[config.mk]
export PLATFORM = sky130hd
export DESIGN_NAME = efi_ctrl
export DESIGN_NICKNAME = d
export VERILOG_FILES = /design/src/design/efi_pkg.sv /design/src/design/efi_ctrl.sv
export SDC_FILE = /design/constraint.sdc
export NUM_CORES = 1
export LEC_CHECK = 0
export BUFFER_PORTS_ARGS = -buffer_cell sky130_fd_sc_hd__buf_2
export CAP_MARGIN = 15
export CORE_MARGIN = 2
export CORE_UTILIZATION = 50
export DETAILED_ROUTE_END_ITERATION = 7
export GPL_ROUTABILITY_DRIVEN = 0
export MAX_ROUTING_LAYER = met4
export PLACE_DENSITY_LB_ADDON = 0.1
export SKIP_CTS_REPAIR_TIMING = 1
export SLEW_MARGIN = 20
export SYNTH_ARGS = -nofsm -noshare
export SYNTH_HDL_FRONTEND = slang
export SYNTH_SLANG_ARGS = --single-unit
export TNS_END_PERCENT = 50
[constraint.sdc]
create_clock -name clk -period 2.14 [get_ports clk]
set_clock_uncertainty 0.15 [all_clocks]
set_input_delay 0.321 -clock clk [delete_from_list [all_inputs] [get_ports clk]]
set_output_delay 0.321 -clock clk [all_outputs]
set_load 0.05 [all_outputs]
[src/design/efi_pkg.sv]
// Shared types and constants for the escape-time fractal iterator.
`default_nettype none
package efi_pkg;

    localparam int unsigned FRAC_BITS = 28;
    localparam int unsigned IDX_W     = 5;

    localparam logic [1:0] REG_MODE     = 2'd0;
    localparam logic [1:0] REG_CONST_RE = 2'd1;
    localparam logic [1:0] REG_CONST_IM = 2'd2;

    localparam logic MODE_MANDEL = 1'b0;
    localparam logic MODE_JULIA  = 1'b1;

    // |z|^2 limits in Q8.56
    localparam logic [63:0] LIMIT_MANDEL = 64'h0500_0000_0000_0000;
    localparam logic [63:0] LIMIT_JULIA  = 64'h0400_0000_0000_0000;

    typedef enum logic [1:0] {
        ST_IDLE,
        ST_MUL,
        ST_UPD,
        ST_DONE
    } state_t;

    typedef struct packed {
        logic load;
        logic mul;
        logic upd;
    } dp_cmd_t;

    typedef struct packed {
        logic hit;
    } dp_sts_t;

    // clamp a 37-bit signed sum to the Q4.28 range
    function automatic logic signed [31:0] sat_q428(input logic signed [36:0] x);
        logic signed [36:0] hi;
        logic signed [36:0] lo;
        hi = 37'sh0_7FFF_FFFF;
        lo = -37'sh0_8000_0000;
        if (x > hi)
        begin
            return 32'sh7FFF_FFFF;
        end
        else if (x < lo)
        begin
            return 32'sh8000_0000;
        end
        else
        begin
            return x[31:0];
        end
    endfunction

endpackage
`default_nettype wire

[src/design/efi_ctrl.sv]
// Controller: iteration sequencing, counter and result word register.
`default_nettype none
module efi_ctrl
    import efi_pkg::*;
#(
    parameter int unsigned MAX_ITER = 32
)
(
    input  wire logic        clk,
    input  wire logic        rst_n,
    input  wire logic        s_tvalid,
    output logic             s_tready,
    output logic             m_tvalid,
    input  wire logic        m_tready,
    output logic             out_escaped,
    output logic [IDX_W-1:0] out_index,
    output dp_cmd_t          cmd,
    input  wire dp_sts_t     sts
);

    localparam int unsigned CW = $clog2(MAX_ITER + 1);
    localparam int unsigned IW = (CW > IDX_W) ? CW : IDX_W;

    state_t            state_reg, state_next;
    logic [CW-1:0]     k_reg, k_next;
    logic              res_esc_reg, res_esc_next;
    logic [IDX_W-1:0]  res_idx_reg, res_idx_next;
    logic              out_valid_reg, out_valid_next;
    logic              out_esc_reg, out_esc_next;
    logic [IDX_W-1:0]  out_idx_reg, out_idx_next;

    logic              s_accept;
    logic              slot_free;
    logic              escape;
    logic              finish;
    logic [IW-1:0]     k_m1;

    always_ff @(posedge clk or negedge rst_n)
    begin
        if (!rst_n)
        begin
            state_reg     <= ST_IDLE;
            k_reg         <= '0;
            out_valid_reg <= 1'b0;
        end
        else
        begin
            state_reg     <= state_next;
            k_reg         <= k_next;
            out_valid_reg <= out_valid_next;
        end
    end

    always_ff @(posedge clk)
    begin
        res_esc_reg <= res_esc_next;
        res_idx_reg <= res_idx_next;
        out_esc_reg <= out_esc_next;
        out_idx_reg <= out_idx_next;
    end

    always_comb
    begin
        s_accept  = s_tvalid && (state_reg == ST_IDLE);
        slot_free = !out_valid_reg || m_tready;
        escape    = (k_reg != '0) && sts.hit;
        finish    = escape || (k_reg == CW'(MAX_ITER));
        k_m1      = IW'(k_reg) - IW'(1);

        state_next     = state_reg;
        k_next         = k_reg;
        res_esc_next   = res_esc_reg;
        res_idx_next   = res_idx_reg;
        out_valid_next = out_valid_reg && !m_tready;
        out_esc_next   = out_esc_reg;
        out_idx_next   = out_idx_reg;
        cmd            = '0;

        case (state_reg)
            ST_IDLE:
            begin
                if (s_accept)
                begin
                    cmd.load   = 1'b1;
                    k_next     = '0;
                    state_next = ST_MUL;
                end
            end
            ST_MUL:
            begin
                cmd.mul    = 1'b1;
                state_next = ST_UPD;
            end
            ST_UPD:
            begin
                if (finish)
                begin
                    res_esc_next = escape;
                    if (!escape)
                    begin
                        res_idx_next = '0;
                    end
                    else if (k_m1 > IW'(31))
                    begin
                        res_idx_next = '1;
                    end
                    else
                    begin
                        res_idx_next = k_m1[IDX_W-1:0];
                    end
                    state_next = ST_DONE;
                end
                else
                begin
                    cmd.upd    = 1'b1;
                    k_next     = k_reg + CW'(1);
                    state_next = ST_MUL;
                end
            end
            ST_DONE:
            begin
                if (slot_free)
                begin
                    out_valid_next = 1'b1;
                    out_esc_next   = res_esc_reg;
                    out_idx_next   = res_idx_reg;
                    state_next     = ST_IDLE;
                end
            end
            default:
            begin
                state_next = ST_IDLE;
            end
        endcase
    end

    assign s_tready    = (state_reg == ST_IDLE);
    assign m_tvalid    = out_valid_reg;
    assign out_escaped = out_esc_reg;
    assign out_index   = out_idx_reg;

    a_count_bound: assert property (@(posedge clk) disable iff (!rst_n)
        k_reg <= CW'(MAX_ITER))
        else $error("iteration count beyond limit");

    a_load_start: assert property (@(posedge clk) disable iff (!rst_n)
        s_accept |=> (state_reg == ST_MUL) && (k_reg == '0))
        else $error("load did not start iteration");

    a_done_emit: assert property (@(posedge clk) disable iff (!rst_n)
        (state_reg == ST_DONE) && slot_free |=> out_valid_reg && (state_reg == ST_IDLE))
        else $error("result not handed to output");

    a_no_idle_escape: assert property (@(posedge clk) disable iff (!rst_n)
        (state_reg == ST_UPD) && (k_reg == '0) |=> state_reg == ST_MUL)
        else $error("escape tested before first update");

endmodule
`default_nettype wire

-- Word level (Yosys, flattened, before mapping)
Cells that the tools add are included.
- bits in registers: 21
- input bits: 5
- output and inout bits: 11
- logic and storage cells: 46
- add/subtract/negate cells: 2
- $lt $le $gt $ge: 1
- equality and inequality tests: 7
- multiplexer cells: 15
- reduce and logical (&&, ||, !) cells: 14
- operators with widths (kind ; number):
    $mux W6 ; 2
    $pmux W6 S2 ; 1
    $pmux W2 S4 ; 1
    $mux W1 ; 7
    $add A6 B1 Y6 const B ; 1
    $eq A6 B6 Y1 const B ; 1
    $gt A6 B5 Y1 const B ; 1
    $mux W2 ; 3
    $reduce_and A2 Y1 ; 3
    $reduce_bool A6 Y1 ; 1
    $sub A6 B1 Y6 const B ; 1
    $mux W5 ; 1
    $eq A2 B2 Y1 const B ; 2
    $ne A2 B2 Y1 const B ; 2
    $logic_and A1 B1 Y1 ; 3
    $reduce_and A3 Y1 ; 1
    $eq A2 B1 Y1 const B ; 1
    $logic_not A1 Y1 ; 2
    $logic_not A2 Y1 ; 1
    $logic_or A1 B1 Y1 ; 2
    $ne A2 B1 Y1 const B ; 1
    $reduce_bool A2 Y1 ; 1

-- Logic depth before layout (Yosys ltp)
Gate-level depths: netlist (run 1).
- depth after elaboration: 5
- gate-level depth with buffers: 6
- depth with buffers taken out: 6

-- Least setup slack after synthesis (run 1)
Ideal clock, no wire load.
- path type: flip-flop to flip-flop
- start: reg k_reg[0]
- end: reg k_reg[0]
- setup time: 125 ps
- arrival time: 1985 ps
- required time: 1865 ps
- path slack: -120 ps
- cell stages (with the launch flop): 7
- buffers on the path: 0
- period minus slack after synthesis: 2260 ps
- path through: dfrtp_1 inv_1 ha_1 nor4b_4 mux2i_1 inv_1 mux2_2
- cells in the longest elaborated chain, start to end: 5
- elaborated cells between the ends (all ways): 9
- those cells by class: 1 x add/sub; 2 x eq/ne; 2 x mux; 4 x reduce/logical
- ends and longest elaborated chain (what ; RTL line ; source):
    from (decl) ; efi_ctrl.sv:25 ; logic [CW-1:0] k_reg, k_next;
    from (signal assigned) ; efi_ctrl.sv:49 ; k_reg <= k_next;
    parallel branches: the longest is 5 deep, another holds $add A6 B1 Y6 ; -- ;
Several ways; the timed one is not identified. The select of a mux whose other input is x is not followed.
A chain may end at the register's enable or synchronous reset.

==> flow_summary.json, run 1 <==
{
  "fin_tns_setup_ns": -0.0713,
  "synth_cell_type_count": 32,
  "die_area_um2": 2460,
  "clk_pin_slew_ns": 0.12,
  "slew_headroom_pct": 60.0,
  "cp-start-kind": "register",
  "grt_pass1_wl_um": 3150,
  "vias": 707,
  "final_common_cell": "buf_2",
  "rsz0062_at_grt": "yes",
  "core_area_um2": 1960,
  "drive_above_1_share_pct": 33.6,
  "grt_usage_pct": 17.7,
  "wl_per_cell_um": 12.9,
  "antenna_found_initial": 0,
  "synth_cells": 91,
  "die-height_um": 49.6,
  "viasPerCell": 4.94,
  "cts_tree": "done",
  "clk_path_buf_depth": 2,
  "grt_pass1_vias": 700,
  "post_dp_cell_area_um2": 1150,
  "utilization_pct": 63.8,
  "cts.sinks": 21,
  "num-fill-cells": 185,
  "synth_warnings": 0,
  "fin_area_um2": 1250,
  "first_pass_iters": 4,
  "power_density_nw_per_um2": 1550,
  "largest_reg_flops": 6,
  "regArea_um2": 586,
  "drtAntennaViolNets": 0,
  "cp_max_fo": 3,
  "synth_seq_area_share_pct": 56.4,
  "wl_um": 1850,
  "cap_violations": 0,
  "clk_latency_ns": 0.31,
  "n_antenna_cell": 0,
  "mostFrequentLayoutCells": "14 x buf_2, 12 x edfxtp_1, 10 x buf_4",
  "period_needed_ns": 2.21,
  "die_width_um": 49.6,
  "cts_buffers": 3,
  "avgSynthCellArea_um2": 11.4,
  "grt_max_degree": 13,
  "ys_ff_latch": 21,
  "portBuffers": 15,
  "setup_viol": 1,
  "worstMarginPinSlew_ns": 0.599,
  "dp_hpwl_um": 1360,
  "holdCritPathClass": "in -> reg",
  "min_period_over_period_pct": 103,
  "multi_input_area_um2": 404,
  "nNetsFinal": 125,
  "synthesis.nets": 99,
  "drc": 0,
  "max_clock_freq_mhz": 452,
  "initial_core_util_pct": 52.9,
  "drtIter0Drc": 17,
  "status": "finished with violations",
  "cp.required_ns": 1.67,
  "ir_drop_mv": 0.698,
  "p_total_mw": 1.94,
  "r2r_slack_ns": 0.11,
  "netlist_area_um2": 1040,
  "worstPathArrival_ns": 1.74,
  "fin_cells": 143,
  "syn2layout_area_growth_pct": 20.5,
  "rows": 16,
  "violations": "negative setup slack",
  "hold_viol_final": 0,
  "root_buffer": "clkbuf_4",
  "slew_violations": 0,
  "criticalPathCategory": "reg -> out",
  "htreeDepth": 1,
  "setup_slack_ns": -0.0713,
  "gr-total-overflow": 0,
  "dp.cells": 133,
  "cp-end-kind": "output port",
  "ios": 16,
  "leakagePower_nw": 0.581
}
[through the flow]
step / setup WS (ns) / hold slack (ns)
2_1_floorplan: 0.0901 / -0.125
3_3_place_gp: 0.212 / 0.0345
3_5_place_dp: 0.130 / 0.0323
4_1_cts: -0.225 / -0.309
5_1_grt: -0.167 / 0.158
6_report: -0.0713 / 0.137
[Yosys cell counts, drive strengths merged]
master / count / area, um2
edfxtp: 12 / 360
dfrtp: 9 / 225
a21oi: 8 / 40.0
inv: 8 / 30.0
nand2: 7 / 26.3
nand3: 4 / 20.0
nor2: 4 / 15.0
nor3b: 4 / 30.0
buf: 3 / 27.5
ha: 3 / 37.5
a211o: 2 / 17.5
and2: 2 / 15.0
clkbuf: 2 / 7.51
mux2: 2 / 22.5
nor2b: 2 / 12.5
o21ai: 2 / 10.0
or3: 2 / 12.5
xnor2: 2 / 17.5
xor2: 2 / 17.5
a21o: 1 / 7.51
a22oi: 1 / 7.51
and3: 1 / 6.26
mux2i: 1 / 10.0
nand2b: 1 / 6.26
nand3b: 1 / 7.51
nor3: 1 / 5.00
nor4: 1 / 6.26
nor4b: 1 / 23.8
o31ai: 1 / 7.51
or2: 1 / 6.26
[worst max-delay path, cell delays in order, from the launching register on]
cell	delay [ns]
dfrtp_1	0.43
inv_2	0.09
ha_4	0.12
nor4b_4	0.23
mux2i_2	0.32
inv_2	0.08
buf_8	0.15
[power by group]
part	leakage (nW)	switching, mW	internal (mW)
registers	0.229	0.0875	0.580
clock network	0.0177	0.124	0.0698
logic	0.334	0.639	0.436
total	0.581	0.850	1.09
[layer usage]
layer / vias up / part of all wire, % / track usage, %
li1: 363 / - / -
met1: 328 / 49 / 23.2
met2: 14 / 46 / 26.7
met3: 2 / 3.0 / 3.33
met4: 0 / 1.4 / 8.33
met5: - / 0 / -
[final cells by class]
cell class / count / area share, %
Inverter: 8 / 2.40
Tap cell: 27 / 2.70
Clock inverter: 1 / 0.400
Clock buffer: 3 / 1.80
Sequential cell: 21 / 46.8
Timing Repair Buffer: 26 / 13.6
Multi-Input combinational cell: 57 / 32.3
[final timing paths]
check,from,to,depth (start not counted)
min in group asynchronous,rst_n,state_reg[0],2
max reg2reg,k_reg[1],res_idx_reg[4],6
max in group asynchronous,rst_n,k_reg[0],2
max,k_reg[1],cmd[0],6
min reg2reg,res_idx_reg[0],out_index[0],0
min,m_tready,m_tvalid,3
[cell families after synthesis]
family | count (synthesis) | share of synthesized area [%]
DFF | 21 | 56.4
buffers and inverters | 13 | 6.26
muxes | 3 | 3.13
AOI/OAI and AO/OA | 15 | 8.68
xor gates and xnor gates | 4 | 3.37
adders and majority gates | 3 | 3.61
and+or+nand+nor | 32 | 18.6
Note: power is estimated with default switching activity, not from simulation.
==> inputs of run 2 (changes only) <==
- CTS_CLUSTER_DIAMETER: default -> 200
- GPL_TIMING_DRIVEN: default -> 0
==> flow_summary.json, run 2 (synthesis results as in run 1) <==
{
  "rsz0062_at_grt": "yes",
  "die_area_um2": 2460,
  "drive_above_1_share_pct": 36.4,
  "power_density_nw_per_um2": 1560,
  "drtIter0Drc": 4,
  "worstPathArrival_ns": 1.86,
  "cap_violations": 0,
  "critical_path_buf_inv_count": 4,
  "setup_viol": 1,
  "first_pass_iters": 4,
  "vias": 730,
  "mostFrequentLayoutCells": "15 x buf_2, 12 x edfxtp_1, 8 x a21oi_1, 8 x dfrtp_1",
  "grt_pass1_vias": 648,
  "drc": 0,
  "setup_slack_ns": -0.194,
  "initial_core_util_pct": 52.9,
  "violations": "negative setup slack",
  "dp_hpwl_um": 1250,
  "core_area_um2": 1960,
  "viasPerCell": 5.03,
  "cts_tree": "done",
  "nNetsFinal": 127,
  "period_needed_ns": 2.33,
  "post_dp_cell_area_um2": 1150,
  "min_delay_path_depth": 3,
  "fin_worst_hold_slack_ns": 0.140,
  "cts.sinks": 21,
  "worstMarginPinSlew_ns": 0.637,
  "regArea_um2": 587,
  "grt_usage_pct": 16.6,
  "status": "finished with violations",
  "cp_cell_sequence": "inv_2 -> ha_4 -> nor4b_4 -> buf_4 -> mux2i_4 -> inv_2 -> buf_8",
  "slew_violations": 0,
  "p_total_mw": 2.01,
  "slew_headroom_pct": 57.4,
  "num-fill-cells": 170,
  "root_buffer": "clkbuf_4",
  "ios": 16,
  "syn2layout_area_growth_pct": 24.3,
  "hold_viol_final": 0,
  "die_width_um": 49.6,
  "drtAntennaViolNets": 0,
  "ir_drop_mv": 0.908,
  "path_depth": 7,
  "clk_path_buf_depth": 2,
  "holdCritPathClass": "in -> reg",
  "fin_area_um2": 1290,
  "multi_input_area_um2": 432,
  "gr-total-overflow": 0,
  "wl_um": 1870,
  "die-height_um": 49.6,
  "cts_buffers": 3,
  "place_ws_ns": -0.0909,
  "clk_latency_ns": 0.31,
  "final_common_cell": "buf_2",
  "criticalPathCategory": "reg -> out",
  "min_period_over_period_pct": 109,
  "wl_per_cell_um": 12.9,
  "cp.required_ns": 1.67,
  "portBuffers": 15,
  "grt_max_degree": 12,
  "largest_reg_flops": 6,
  "crit_family": "buffers and inverters",
  "rows": 16,
  "htreeDepth": 1,
  "grt_pass1_wl_um": 3040,
  "max_clock_freq_mhz": 428,
  "clk_pin_slew_ns": 0.12,
  "leakagePower_nw": 0.587,
  "n_antenna_cell": 0,
  "utilization_pct": 65.8,
  "antenna_found_initial": 0,
  "cp_max_fo": 5,
  "ff2ff_path_depth": 9,
  "cpMostUsedCell": "inv_2",
  "cpPeakStageDelay_ns": 0.45,
  "critPathSlowestCell": "dfrtp_2",
  "cp-end-kind": "output port",
  "cp-start-kind": "register"
}
[run 2: cell types whose count changed in the layout (fill, tap and decap cells not counted), moves of 2 or more]
cell	delta
buf_6	+2
nor3b_2	+2
buf_4	-3
nor3b_1	-2
clkbuf_1	+3
[run 2: routing by layer]
metal	global-route usage, %	part of all wire, %
met1	22.6	45
met3	2.73	3.4
met4	4.17	1.1
met2	26.0	50
met5	-	0
[run 2: final timing paths]
kind | startpoint | end | slack (ns)
setup / recovery | k_reg[0] | cmd[0] | -0.19
hold / removal | m_tready | m_tvalid | 0.14
setup reg to reg | k_reg[1] | k_reg[2] | 0.05
hold reg to reg | res_esc_reg | out_escaped | 0.28
max in group asynchronous | rst_n | k_reg[0] | 1.39
min in group asynchronous | rst_n | state_reg[0] | 0.25
[run 2: where the power goes]
part	internal, mW	total [mW]	switching (mW)
clock	0.0728	0.192	0.119
combinational	0.482	1.19	0.706
sequential	0.582	0.630	0.0488
total	1.14	2.01	0.874
[run 2: layout make-up]
| type | count | area share [%] |
|---|---|---|
| flip-flops and latches | 21 | 45.4 |
| multi-input cells | 57 | 33.4 |
| repair buffers | 23 | 11.4 |
| plain buffers | 5 | 2.71 |
| well taps | 27 | 2.62 |
| inverters | 8 | 2.33 |
| clock buffers | 4 | 2.03 |
[run 2: worst min-delay path: stages]
cell	delay, ns
buf_2	0.07
nand2b_1	0.12
nand2_1	0.05
[run 2: per-stage QoR]
step	setup TNS (ns)	cells
after global placement	-0.0854	133
after CTS	-0.530	137
after floorplan	0	91
final	-0.194	145
after detailed placement	-0.0909	133
after global routing	-0.362	145
